$ cat config.mk
export PLATFORM = sky130hd
export DESIGN_NAME = periodic_timer_table
export DESIGN_NICKNAME = d
export VERILOG_FILES = /design/src/rtl/ptt_pkg.sv /design/src/rtl/ptt_controller.sv /design/src/rtl/ptt_datapath.sv /design/src/rtl/periodic_timer_table.sv
export SDC_FILE = /design/constraint.sdc
export NUM_CORES = 2
export LEC_CHECK = 0
export BUFFER_PORTS_ARGS = -buffer_cell sky130_fd_sc_hd__buf_2
export CELL_PAD_IN_SITES_DETAIL_PLACEMENT = 1
export CELL_PAD_IN_SITES_GLOBAL_PLACEMENT = 2
export CORE_MARGIN = 10
export CORE_UTILIZATION = 45
export CTS_CLUSTER_DIAMETER = 120
export CTS_CLUSTER_SIZE = 24
export DETAILED_ROUTE_END_ITERATION = 10
export GPL_ROUTABILITY_DRIVEN = 0
export MAX_ROUTING_LAYER = met4
export PLACE_DENSITY_LB_ADDON = 0.1
export SLEW_MARGIN = 20
export SYNTH_ARGS = -nofsm -noshare
export SYNTH_HDL_FRONTEND = slang
export SYNTH_SLANG_ARGS = --single-unit
$ cat constraint.sdc
create_clock -name i_clk -period 7.35 [get_ports i_clk]
set_input_delay 1.1025 -clock i_clk [delete_from_list [all_inputs] [get_ports i_clk]]
set_output_delay 1.1025 -clock i_clk [all_outputs]
set_load 0.005 [all_outputs]
$ cat src/rtl/ptt_pkg.sv
package ptt_pkg;

    localparam int ID_W     = 5;
    localparam int PERIOD_W = 32;
    localparam int NOW_W    = 48;
    localparam int REQ_W    = 2;
    localparam int STS_W    = 3;

    localparam int DEF_NUM_TIMERS = 32;
    localparam int DEF_TIME_BITS  = 48;

    typedef logic [REQ_W-1:0] t_req;
    typedef logic [STS_W-1:0] t_status;

    localparam t_req REQ_START = 2'd0;
    localparam t_req REQ_STOP  = 2'd1;
    localparam t_req REQ_REARM = 2'd2;
    localparam t_req REQ_TICK  = 2'd3;

    localparam t_status STS_OK         = 3'd0;
    localparam t_status STS_BAD_PERIOD = 3'd1;
    localparam t_status STS_NO_TIMER   = 3'd2;
    localparam t_status STS_FULL       = 3'd3;
    localparam t_status STS_FIRED      = 3'd4;
    localparam t_status STS_IDLE       = 3'd5;

    typedef struct packed {
        logic load;
        logic exec;
        logic scan;
        logic step;
        logic flush;
    } t_cmd;

    typedef struct packed {
        logic push_ok;
        logic stall;
        logic idx_last;
    } t_sts;

endpackage

$ cat src/rtl/ptt_controller.sv
module ptt_controller (
    input  logic            i_clk,
    input  logic            i_rst_n,
    input  logic            i_in_valid,
    input  ptt_pkg::t_req   i_req_type,
    output logic            o_in_ready,
    input  ptt_pkg::t_sts   i_sts,
    output ptt_pkg::t_cmd   o_cmd
);
    import ptt_pkg::*;

    localparam logic [1:0] S_IDLE  = 2'd0;
    localparam logic [1:0] S_EXEC  = 2'd1;
    localparam logic [1:0] S_SCAN  = 2'd2;
    localparam logic [1:0] S_FLUSH = 2'd3;

    logic [1:0] r_state;
    logic [1:0] n_state;
    logic       accept;

    assign o_in_ready = (r_state == S_IDLE);
    assign accept     = i_in_valid && o_in_ready;

    always_comb begin
        o_cmd       = '0;
        o_cmd.load  = accept;
        o_cmd.exec  = (r_state == S_EXEC) && i_sts.push_ok;
        o_cmd.scan  = (r_state == S_SCAN);
        o_cmd.step  = (r_state == S_SCAN) && !i_sts.stall;
        o_cmd.flush = (r_state == S_FLUSH) && i_sts.push_ok;
    end

    always_comb begin
        n_state = r_state;
        case (r_state)
            S_IDLE: begin
                if (accept) begin
                    n_state = (i_req_type == REQ_TICK) ? S_SCAN : S_EXEC;
                end
            end
            S_EXEC: begin
                if (i_sts.push_ok) begin
                    n_state = S_IDLE;
                end
            end
            S_SCAN: begin
                if (o_cmd.step && i_sts.idx_last) begin
                    n_state = S_FLUSH;
                end
            end
            S_FLUSH: begin
                if (i_sts.push_ok) begin
                    n_state = S_IDLE;
                end
            end
            default: begin
                n_state = S_IDLE;
            end
        endcase
    end

    always_ff @(posedge i_clk) begin
        if (!i_rst_n) begin
            r_state <= S_IDLE;
        end else begin
            r_state <= n_state;
        end
    end

endmodule

$ cat src/rtl/ptt_datapath.sv
module ptt_datapath #(
    parameter int NUM_TIMERS = ptt_pkg::DEF_NUM_TIMERS,
    parameter int TIME_BITS  = ptt_pkg::DEF_TIME_BITS
) (
    input  logic                          i_clk,
    input  logic                          i_rst_n,
    input  ptt_pkg::t_cmd                 i_cmd,
    output ptt_pkg::t_sts                 o_sts,
    input  ptt_pkg::t_req                 i_req_type,
    input  logic [ptt_pkg::PERIOD_W-1:0]  i_period_ms,
    input  logic [ptt_pkg::ID_W-1:0]      i_slot_id,
    input  logic [ptt_pkg::NOW_W-1:0]     i_now_ms,
    output logic                          o_out_valid,
    input  logic                          i_out_ready,
    output ptt_pkg::t_status              o_status,
    output logic [ptt_pkg::ID_W-1:0]      o_slot_id_res,
    output logic                          o_last
);
    import ptt_pkg::*;

    localparam int SLOT_W = (NUM_TIMERS > 1) ? $clog2(NUM_TIMERS) : 1;
    localparam int IDX_W  = (SLOT_W > ID_W) ? SLOT_W : ID_W;
    localparam logic [SLOT_W-1:0] LAST_SLOT = SLOT_W'(NUM_TIMERS - 1);
    localparam logic [IDX_W:0]    NUM_EXT   = (IDX_W+1)'(NUM_TIMERS);

    logic [PERIOD_W-1:0]  r_period_mem   [NUM_TIMERS];
    logic [TIME_BITS-1:0] r_deadline_mem [NUM_TIMERS];

    t_req                 r_req;
    logic [PERIOD_W-1:0]  r_period;
    logic [ID_W-1:0]      r_id;
    logic [TIME_BITS-1:0] r_last_tick;
    logic [NUM_TIMERS-1:0] r_active;
    logic [SLOT_W-1:0]    r_idx;
    logic [PERIOD_W-1:0]  r_rd_period;
    logic [TIME_BITS-1:0] r_rd_deadline;
    logic                 r_pend_valid;
    logic [SLOT_W-1:0]    r_pend_id;
    logic                 r_out_valid;
    t_status              r_out_status;
    logic [ID_W-1:0]      r_out_id;
    logic                 r_out_last;

    logic                  push_ok;
    logic [NUM_TIMERS-1:0] free;
    logic [NUM_TIMERS-1:0] iso;
    logic                  has_free;
    logic [SLOT_W-1:0]     free_slot;
    logic [IDX_W-1:0]      id_ext;
    logic [SLOT_W-1:0]     id_slot;
    logic                  id_ok;
    logic [PERIOD_W-1:0]   inc;
    logic [TIME_BITS:0]    sum;
    logic [TIME_BITS-1:0]  sat;
    logic                  fire;
    logic [SLOT_W-1:0]     rd_addr;

    t_status              ex_status;
    logic [ID_W-1:0]      ex_id;
    logic                 ex_set;
    logic                 ex_clr;
    logic                 ex_wr;
    logic [SLOT_W-1:0]    ex_addr;

    logic                 per_we;
    logic                 dl_we;
    logic [SLOT_W-1:0]    wr_addr;

    logic                 push;
    t_status              push_status;
    logic [ID_W-1:0]      push_id;
    logic                 push_last;

    assign push_ok = !r_out_valid || i_out_ready;

    assign free     = ~r_active;
    assign iso      = free & (~free + 1'b1);
    assign has_free = |free;

    always_comb begin
        free_slot = '0;
        for (int i = 0; i < NUM_TIMERS; i++) begin
            if (iso[i]) begin
                free_slot = free_slot | SLOT_W'(i);
            end
        end
    end

    assign id_ext  = IDX_W'(r_id);
    assign id_slot = id_ext[SLOT_W-1:0];
    assign id_ok   = ({1'b0, id_ext} < NUM_EXT) && r_active[id_slot];

    // one shared saturating adder: last tick time plus a period
    assign inc = i_cmd.scan ? r_rd_period : r_period;
    assign sum = {1'b0, r_last_tick} + (TIME_BITS+1)'(inc);
    assign sat = sum[TIME_BITS] ? '1 : sum[TIME_BITS-1:0];

    assign fire = r_active[r_idx] && (r_rd_deadline <= r_last_tick);

    always_comb begin
        o_sts          = '0;
        o_sts.push_ok  = push_ok;
        o_sts.stall    = fire && r_pend_valid && !push_ok;
        o_sts.idx_last = (r_idx == LAST_SLOT);
    end

    always_comb begin
        if (i_cmd.load) begin
            rd_addr = '0;
        end else if (i_cmd.step) begin
            rd_addr = r_idx + 1'b1;
        end else begin
            rd_addr = r_idx;
        end
    end

    always_comb begin
        ex_status = STS_IDLE;
        ex_id     = '0;
        ex_set    = 1'b0;
        ex_clr    = 1'b0;
        ex_wr     = 1'b0;
        ex_addr   = id_slot;
        case (r_req)
            REQ_START: begin
                ex_addr = free_slot;
                if (r_period == '0) begin
                    ex_status = STS_BAD_PERIOD;
                end else if (!has_free) begin
                    ex_status = STS_FULL;
                end else begin
                    ex_status = STS_OK;
                    ex_id     = ID_W'(free_slot);
                    ex_set    = 1'b1;
                    ex_wr     = 1'b1;
                end
            end
            REQ_STOP: begin
                ex_id = r_id;
                if (!id_ok) begin
                    ex_status = STS_NO_TIMER;
                end else begin
                    ex_status = STS_OK;
                    ex_clr    = 1'b1;
                end
            end
            REQ_REARM: begin
                ex_id = r_id;
                if (!id_ok) begin
                    ex_status = STS_NO_TIMER;
                end else if (r_period == '0) begin
                    ex_status = STS_BAD_PERIOD;
                end else begin
                    ex_status = STS_OK;
                    ex_wr     = 1'b1;
                end
            end
            default: begin
                ex_status = STS_IDLE;
            end
        endcase
    end

    assign per_we  = i_cmd.exec && ex_wr;
    assign dl_we   = per_we || (i_cmd.step && fire);
    assign wr_addr = i_cmd.exec ? ex_addr : r_idx;

    always_ff @(posedge i_clk) begin
        if (per_we) begin
            r_period_mem[wr_addr] <= r_period;
        end
        if (dl_we) begin
            r_deadline_mem[wr_addr] <= sat;
        end
        r_rd_period   <= r_period_mem[rd_addr];
        r_rd_deadline <= r_deadline_mem[rd_addr];
    end

    always_comb begin
        push        = 1'b0;
        push_status = STS_IDLE;
        push_id     = '0;
        push_last   = 1'b1;
        if (i_cmd.exec) begin
            push        = 1'b1;
            push_status = ex_status;
            push_id     = ex_id;
        end else if (i_cmd.step && fire && r_pend_valid) begin
            push        = 1'b1;
            push_status = STS_FIRED;
            push_id     = ID_W'(r_pend_id);
            push_last   = 1'b0;
        end else if (i_cmd.flush) begin
            push = 1'b1;
            if (r_pend_valid) begin
                push_status = STS_FIRED;
                push_id     = ID_W'(r_pend_id);
            end
        end
    end

    always_ff @(posedge i_clk) begin
        if (i_cmd.load) begin
            r_req    <= i_req_type;
            r_period <= i_period_ms;
            r_id     <= i_slot_id;
        end
        if (i_cmd.step && fire) begin
            r_pend_id <= r_idx;
        end
        if (push) begin
            r_out_status <= push_status;
            r_out_id     <= push_id;
            r_out_last   <= push_last;
        end
    end

    always_ff @(posedge i_clk) begin
        if (!i_rst_n) begin
            r_active     <= '0;
            r_last_tick  <= '0;
            r_idx        <= '0;
            r_pend_valid <= 1'b0;
            r_out_valid  <= 1'b0;
        end else begin
            if (i_cmd.exec && ex_set) begin
                r_active[ex_addr] <= 1'b1;
            end
            if (i_cmd.exec && ex_clr) begin
                r_active[ex_addr] <= 1'b0;
            end
            if (i_cmd.load) begin
                r_idx        <= '0;
                r_pend_valid <= 1'b0;
                if (i_req_type == REQ_TICK) begin
                    r_last_tick <= TIME_BITS'(i_now_ms);
                end
            end else if (i_cmd.step) begin
                r_idx <= r_idx + 1'b1;
                if (fire) begin
                    r_pend_valid <= 1'b1;
                end
            end else if (i_cmd.flush) begin
                r_pend_valid <= 1'b0;
            end
            if (push) begin
                r_out_valid <= 1'b1;
            end else if (i_out_ready) begin
                r_out_valid <= 1'b0;
            end
        end
    end

    assign o_out_valid   = r_out_valid;
    assign o_status      = r_out_status;
    assign o_slot_id_res = r_out_id;
    assign o_last        = r_out_last;

    a_cmd_onehot: assert property (@(posedge i_clk) disable iff (!i_rst_n)
        $onehot0({i_cmd.load, i_cmd.exec, i_cmd.step, i_cmd.flush}))
        else $error("conflicting datapath commands");

    a_flush_clears: assert property (@(posedge i_clk) disable iff (!i_rst_n)
        i_cmd.flush |=> !r_pend_valid)
        else $error("pending result survives flush");

    a_mid_push: assert property (@(posedge i_clk) disable iff (!i_rst_n)
        (i_cmd.step && fire && r_pend_valid) |=> (r_out_valid && !r_out_last
            && r_out_status == STS_FIRED))
        else $error("earlier firing not pushed as non-final result");

    a_final_push: assert property (@(posedge i_clk) disable iff (!i_rst_n)
        (i_cmd.exec || i_cmd.flush) |=> (r_out_valid && r_out_last))
        else $error("final result missing");

endmodule

$ cat src/rtl/periodic_timer_table.sv
// channel | direction | handshake                     | payload
// input   | in        | i_in_valid / o_in_ready       | req_type, period_ms, slot_id, now_ms
// output  | out       | o_out_valid / i_out_ready     | status, slot_id_res, last
//
// Start, stop and rearm are accepted, then executed into the output register.
// A tick is accepted, then steps through the slots one by one in the period
// and deadline memories (one read and one write port each), then pushes the final result.
// Reset clears the active bits and the tick time at once; no clearing pass.
// A full output register holds the scan on a second firing slot, and holds the
// execute and final cycles, until the waiting result is taken.
module periodic_timer_table #(
    parameter int NUM_TIMERS = ptt_pkg::DEF_NUM_TIMERS,
    parameter int TIME_BITS  = ptt_pkg::DEF_TIME_BITS
) (
    input  logic                          i_clk,
    input  logic                          i_rst_n,
    input  logic                          i_in_valid,
    output logic                          o_in_ready,
    input  ptt_pkg::t_req                 i_req_type,
    input  logic [ptt_pkg::PERIOD_W-1:0]  i_period_ms,
    input  logic [ptt_pkg::ID_W-1:0]      i_slot_id,
    input  logic [ptt_pkg::NOW_W-1:0]     i_now_ms,
    output logic                          o_out_valid,
    input  logic                          i_out_ready,
    output ptt_pkg::t_status              o_status,
    output logic [ptt_pkg::ID_W-1:0]      o_slot_id_res,
    output logic                          o_last
);
    import ptt_pkg::*;

    t_cmd cmd;
    t_sts sts;

    ptt_controller u_ctrl (
        .i_clk      (i_clk),
        .i_rst_n    (i_rst_n),
        .i_in_valid (i_in_valid),
        .i_req_type (i_req_type),
        .o_in_ready (o_in_ready),
        .i_sts      (sts),
        .o_cmd      (cmd)
    );

    ptt_datapath #(
        .NUM_TIMERS (NUM_TIMERS),
        .TIME_BITS  (TIME_BITS)
    ) u_dp (
        .i_clk         (i_clk),
        .i_rst_n       (i_rst_n),
        .i_cmd         (cmd),
        .o_sts         (sts),
        .i_req_type    (i_req_type),
        .i_period_ms   (i_period_ms),
        .i_slot_id     (i_slot_id),
        .i_now_ms      (i_now_ms),
        .o_out_valid   (o_out_valid),
        .i_out_ready   (i_out_ready),
        .o_status      (o_status),
        .o_slot_id_res (o_slot_id_res),
        .o_last        (o_last)
    );

endmodule

# Yosys cells after proc, flatten, opt, wreduce, memory -nomap -nowiden
# Memories as Yosys holds them, arrays and structs flattened. A register that Yosys moved wholly into a read port is not among the register bits.
# Index checks and enable logic that the tools add are counted.
# W data, S select, Z words.
[word_totals] ramBits=2560 word_cells=219 output_inout_bits=11 n_memories=2 regBits=142 input_bits=91
[classes] muxes=149 order_cmp=5 reduce_logical=27 addsub=3 eq_ne=14 bitwise_logic=6
[mem_list] memory="u_dp.r_deadline_mem" words=32 word_bits=48 rd=1 rd_clocked_by_memory_dff=1 write_ports=1 line="ptt_datapath.sv:27" text="logic [TIME_BITS-1:0] r_deadline_mem [NUM_TIMERS];"
[mem_list] memory="u_dp.r_period_mem" words=32 word_bits=32 rd=1 rd_clocked_by_memory_dff=1 write_ports=1 line="ptt_datapath.sv:26" text="logic [PERIOD_W-1:0] r_period_mem [NUM_TIMERS];"
[ops] cell="$mux W48" n=6
[ops] cell="$mux W5" n=39
[ops] cell="$mux W32" n=5
[ops] cell="$not A32 Y32" n=3
[ops] cell="$mux W3" n=22
[ops] cell="$and A32 B32 Y32" n=2
[ops] cell="$mux W1" n=50
[ops] cell="$add A48 B32 Y49" n=1
[ops] cell="$le A48 B48 Y1" n=1
[ops] cell="$add A32 B1 Y32 const B" n=1
[ops] cell="$logic_not A32 Y1" n=1
[ops] cell="$mux W4" n=8
[ops] cell="$or A32 B32 Y32" n=1
[ops] cell="$reduce_or A32 Y1" n=1
[ops] cell="$mux W2" n=12
[ops] cell="$lt A5 B6 Y1 const B" n=3
[ops] cell="$logic_and A1 B1 Y1" n=14
[ops] cell="$bmux W1 S5" n=2
[ops] cell="$pmux W5 S2" n=1
[ops] cell="$pmux W3 S3" n=1
[ops] cell="$eq A2 B2 Y1 const B" n=4
[ops] cell="$pmux W2 S4" n=1
[ops] cell="$reduce_and A2 Y1" n=3
[ops] cell="$add A5 B1 Y5 const B" n=1
[ops] cell="14 further kinds" n=21

# Longest topological paths before layout
[depth] depth_word=46 ltp_mapped=20 ltp_nobuf=16

# By module
# From an unflattened synthesis, not the netlist that was laid out.
[unflattened] cells_unflattened=6085 area_unflattened_um2=110059.3
[modules_own_cells] mod="ptt_datapath" seq_area_each_um2=81808.5 cells_per_inst=6066 instances=1 area_each_um2=109924.2
[modules_own_cells] mod="ptt_controller" seq_area_each_um2=40.0 cells_per_inst=19 instances=1 area_each_um2=135.1

# Least setup slack after synthesis
# No wires, ideal clock.
[synth_timing] path_kind="reg-to-reg" start="register u_ctrl.r_state[1]" end="memory u_dp.r_deadline_mem[0][37] (netlist bit) (data pin)" t_arrival_ns=5.906 setup_ns=0.454 n_path_buf=4 setup_slack_ns=0.990 path_stages_with_launch=20 t_required_ns=6.896 synth_period_minus_slack_ns=6.360 path_cell_list="dfxtp_1 -> clkbuf_1 -> inv_1 -> nor2_1 -> clkbuf_1 -> buf_1 -> mux2_2 -> ha_1 -> a21oi_1 -> o21ai_0 -> a21oi_1 -> o21ai_0 -> a31oi_1 -> o31ai_1 -> a21oi_1 -> o31ai_1 -> nor2b_1 -> clkbuf_1 -> a21oi_1 -> o21ai_0"
[synth_via] elab_chain_cells=4
[synth_rtl] element="start: declaration" line="ptt_controller.sv:17" text="logic [1:0] r_state;"
[synth_rtl] element="start signal: assignment" line="ptt_controller.sv:66" text="r_state <= n_state;"
[synth_rtl] element="$eq A2 B2 Y1" line="ptt_controller.sv:28" text="o_cmd.scan = (r_state == S_SCAN);"
[synth_rtl] element="$mux W32" line="ptt_datapath.sv:94" text="assign inc = i_cmd.scan ? r_rd_period : r_period;"
[synth_rtl] element="$add A48 B32 Y49" line="ptt_datapath.sv:95" text="assign sum = {1'b0, r_last_tick} + (TIME_BITS+1)'(inc);"
[synth_rtl] element="$mux W48" line="ptt_datapath.sv:96" text="assign sat = sum[TIME_BITS] ? '1 : sum[TIME_BITS-1:0];"
[synth_rtl] element="via u_dp.sat[37]" line="ptt_datapath.sv:54" text="logic [TIME_BITS-1:0] sat;"
[synth_rtl] element="end: declaration" line="ptt_datapath.sv:27"
# The timed path passes the listed nets, and every way through them passes these cells.

# Final worst setup path
[layout_timing] start="register u_ctrl.r_state[1]" end="memory u_dp.r_deadline_mem[10][47] (netlist bit) (data pin)"
# Same word-level chain as after synthesis.

==> reports/results.tsv <==
metric	value	unit
area grow syn2layout	8.90	%
DRT Wirelength	383	mm
average instance area after synthesis	14.2	um^2
# Post-CTS Setup Buffers	0	
switching share of total power	22.5	%
Inserted Clock Buffers	133	
ys async rst share	0	%
Hold Slack	0.417	ns
vias per cell	6.27	
hold violation count in the final report	0	
Clock Skews	0.0269	ns
Setup Total Neg Slack	0	ns
clk_lat worst skew	0.86	ns
PD cells	228	nW/um^2
Area after DPL	119000	um^2
GRT Residual Overflow	0	
initial antenna violation count	16	
r2r startpoint	u_ctrl.r_state[1]	
fmax	153	MHz
EDFF count, synth	2613	
full die area	271000	um^2
syn nets	8117	
htree depth	4	
Worst-Margin Slew	1.15	ns
maxcap violations	0	
CTS tree	done	
hold path start	i_slot_id[0]	
Critical Path End Type	flip-flop	
Synth Instances	7939	
final net count	8122	
Post-Layout Inst Area	123000	um^2
period utilisation layout	89.0	%
Synth Register Bits	2782	
Rows	183	
Root Driver	clkbuf_16	
most used flip-flop cell after synthesis	edfxtp_1	
worst path required time	7.93	ns
# hold bufs at CTS	0	
hold endpoint	u_dp.id_ext[0]	
YS warnings	0	
drt pass-1 iters	6	
DP Wirelength	212	mm
Worst Path Max Fanout	32	
DIE WIDTH	520	um
Reg power frac	63.2	%
largest net degree at the start of global routing	169	
post-route insts no fill	11400	
post-CTS sizing	0	
Hold WC Path Type	input port to flip-flop	
outcome	finished, final reports clean	
internal reg-to-reg setup slack	0.81	ns
first-pass GRT wire length	540	mm
Die Y	520	um
Core Area	249000	um^2
mapped cell area	113000	um^2
via count	71300	
crit path kind	flip-flop to flip-flop	
Avg WL per Cell	33.7	um
drt initial violations	8233	
initial core utilization	45.2	%
clock power share	30.8	%
RSZ-0062 raised after global routing	no	
Synth cell types	80	
clk buf depth	3	
Setup violations, final	0	
Rel. slew slack	22.8	%
combinational share of power	6.0	%
IO Pins	102	
IO Port Bufs	101	
CTS clk-pin slew, worst paths	0.10	ns
residual DRC count	0	
placed cell count	11100	
Hold Crit Depth	1	
Switching Power	6.31	mW
Worst Setup Start Kind	flip-flop	
vias in the first global route	70800	
r2r endpoint	u_dp.r_deadline_mem[10][47]	
internal power	21.7	mW
GR Util All Layers	28.2	%
Worst R2R Path Depth	17	
leakage	38.4	nW
Antenna Nets Post-Route	0	
critical path arrival	7.12	ns
clk sinks	2782	
Seq/Total Area, Yosys	72.7	%
share of layout cells above drive strength 1	9.72	%
Critical path origin	u_ctrl.r_state[1]	
Max Slew Vio Count	0	
peak supply drop	0.167	mV
crit path time final	6.54	ns
==> sequential cells by signal, summed over array words and instances (netlist names), 2 cells and up <==
signal	flops
u_ctrl.r_state	2
u_dp.r_idx	5
u_dp.r_deadline_mem	1536
u_dp.r_active	32
u_dp.o_status	3
u_dp.id_ext	5
u_dp.r_rd_period	32
u_dp.o_slot_id_res	5
u_dp.r_last_tick	48
u_dp.r_pend_id	5
u_dp.r_rd_deadline	48
u_dp.r_period	32
u_dp.r_period_mem	1024
u_dp.r_req	2
==> power by group through the flow <==
stage          combinational, mW  sequential, mW  clock [mW]
2_1_floorplan              0.932            18.0           0
6_report                    1.68            17.7        8.63
3_3_place_gp                1.62            18.1           0
5_1_grt                     1.81            17.7        9.33
4_1_cts                     1.68            17.7        8.78
3_5_place_dp                1.67            18.1           0
==> cell families after synthesis <==
family	synth area share, %
xor gates and xnor gates	0.264
DFF	72.7
AOI/OAI and AO/OA	7.81
adders and majority gates	0.973
muxes	5.01
and+or+nand+nor	11.0
buffers and inverters	2.28
==> through the flow <==
stage / setup WS, ns / utilization (%) / power [mW]
3_3_place_gp: 1.19 / 47.7 / 19.7
2_1_floorplan: 0.990 / - / 19.0
4_1_cts: 0.919 / 49.3 / 28.2
6_report: 0.807 / 49.3 / 28.0
3_5_place_dp: 0.925 / 47.7 / 19.7
5_1_grt: 0.368 / 49.3 / 28.8
==> how the worst max path moves through the flow <==
stage	end	cells past startpoint
4_1_cts	u_dp.r_deadline_mem[9][43]	17
5_1_grt	u_dp.r_deadline_mem[4][47]	17
3_5_place_dp	u_dp.r_deadline_mem[18][43]	17
3_3_place_gp	u_dp.r_deadline_mem[20][43]	17
6_report	u_dp.r_deadline_mem[10][47]	17
2_1_floorplan	u_dp.r_deadline_mem[0][37]	19
==> final cells by class <==
| class | instances | area, um^2 |
|---|---|---|
| repair buffers | 398 | 3630 |
| fillers | 24300 | 126000 |
| flip-flops and latches | 2782 | 81800 |
| clock buffers | 228 | 3810 |
| diodes | 4 | 10.0 |
| well taps | 3330 | 4170 |
| multi-input cells | 4560 | 28800 |
| inverters | 69 | 259 |
| clock inverters | 9 | 105 |
==> metal layers <==
metal	global-route usage, %	wire length [um]	vias up
met4	8.13	12300	0
li1	-	-	30200
met5	-	0	-
met1	39.3	168000	38000
met3	3.10	22500	493
met2	43.9	180000	2540
==> critical path, cell delays in order (launching register included) <==
cell and delay (ns):
dfxtp_1 0.51, inv_1 0.22, nor2_4 0.47, buf_4 0.40
mux2_2 0.38, ha_1 0.38, nand3_1 0.14, nor3_1 0.36
o221ai_1 0.30, o2111ai_1 0.37, a21oi_1 0.34, o21ai_0 0.39
o41ai_1 0.14, buf_4 0.19, nor2_1 0.51, nand2_2 0.43
nand2_1 0.17, mux2_2 0.53
==> synthesized netlist by cell type (13+ instances only) <==
master	instances	area, um^2
o2111ai_1	73	639
nor2_1	136	510
xor2_1	15	131
a21boi_0	53	398
buf_4	26	195
nand2b_1	15	93.8
o21a_1	13	97.6
o221a_1	72	811
nor3_1	22	110
nand4_1	179	1120
nand3_1	413	2070
a211oi_1	84	631
edfxtp_1	2613	78500
or3_1	80	500
a21o_1	22	165
a41oi_1	76	666
mux2i_1	376	3760
buf_2	145	726
a31oi_1	86	538
ha_1	86	1080
nor4_1	13	81.3
mux4_2	60	1350
mux2_2	47	529
xnor2_1	19	166
clkbuf_1	286	1070
nand2_1	1741	6540
and3_1	161	1010
inv_1	69	259
buf_1	58	218
o221a_2	25	282
a32oi_1	72	631
a21oi_1	237	1190
a2111o_1	72	811
o22ai_1	80	500
o21ai_0	46	230
dfxtp_1	169	3380
o2bb2ai_1	73	639
==> placed cells by master, fill, tap and decap left out, types with 22 or more instances in the layout <==
master / n
a2111o_1: 72
a211oi_1: 84
a21boi_0: 53
a21o_1: 22
a21oi_1: 232
a31oi_1: 86
a32oi_1: 72
a41oi_1: 76
and3_1: 161
buf_12: 71
buf_2: 100
buf_4: 227
clkbuf_1: 89
clkbuf_16: 139
dfxtp_1: 169
edfxtp_1: 2613
ha_1: 86
inv_1: 68
mux2_2: 46
mux2i_1: 376
mux4_2: 60
nand2_1: 1736
nand3_1: 412
nand4_1: 179
nor2_1: 77
nor2_4: 61
o2111ai_1: 73
o21ai_0: 43
o221a_1: 72
o221a_2: 25
o22ai_1: 80
o2bb2ai_1: 73
or3_1: 78
No activity file was read; power rests on OpenSTA's default activity.
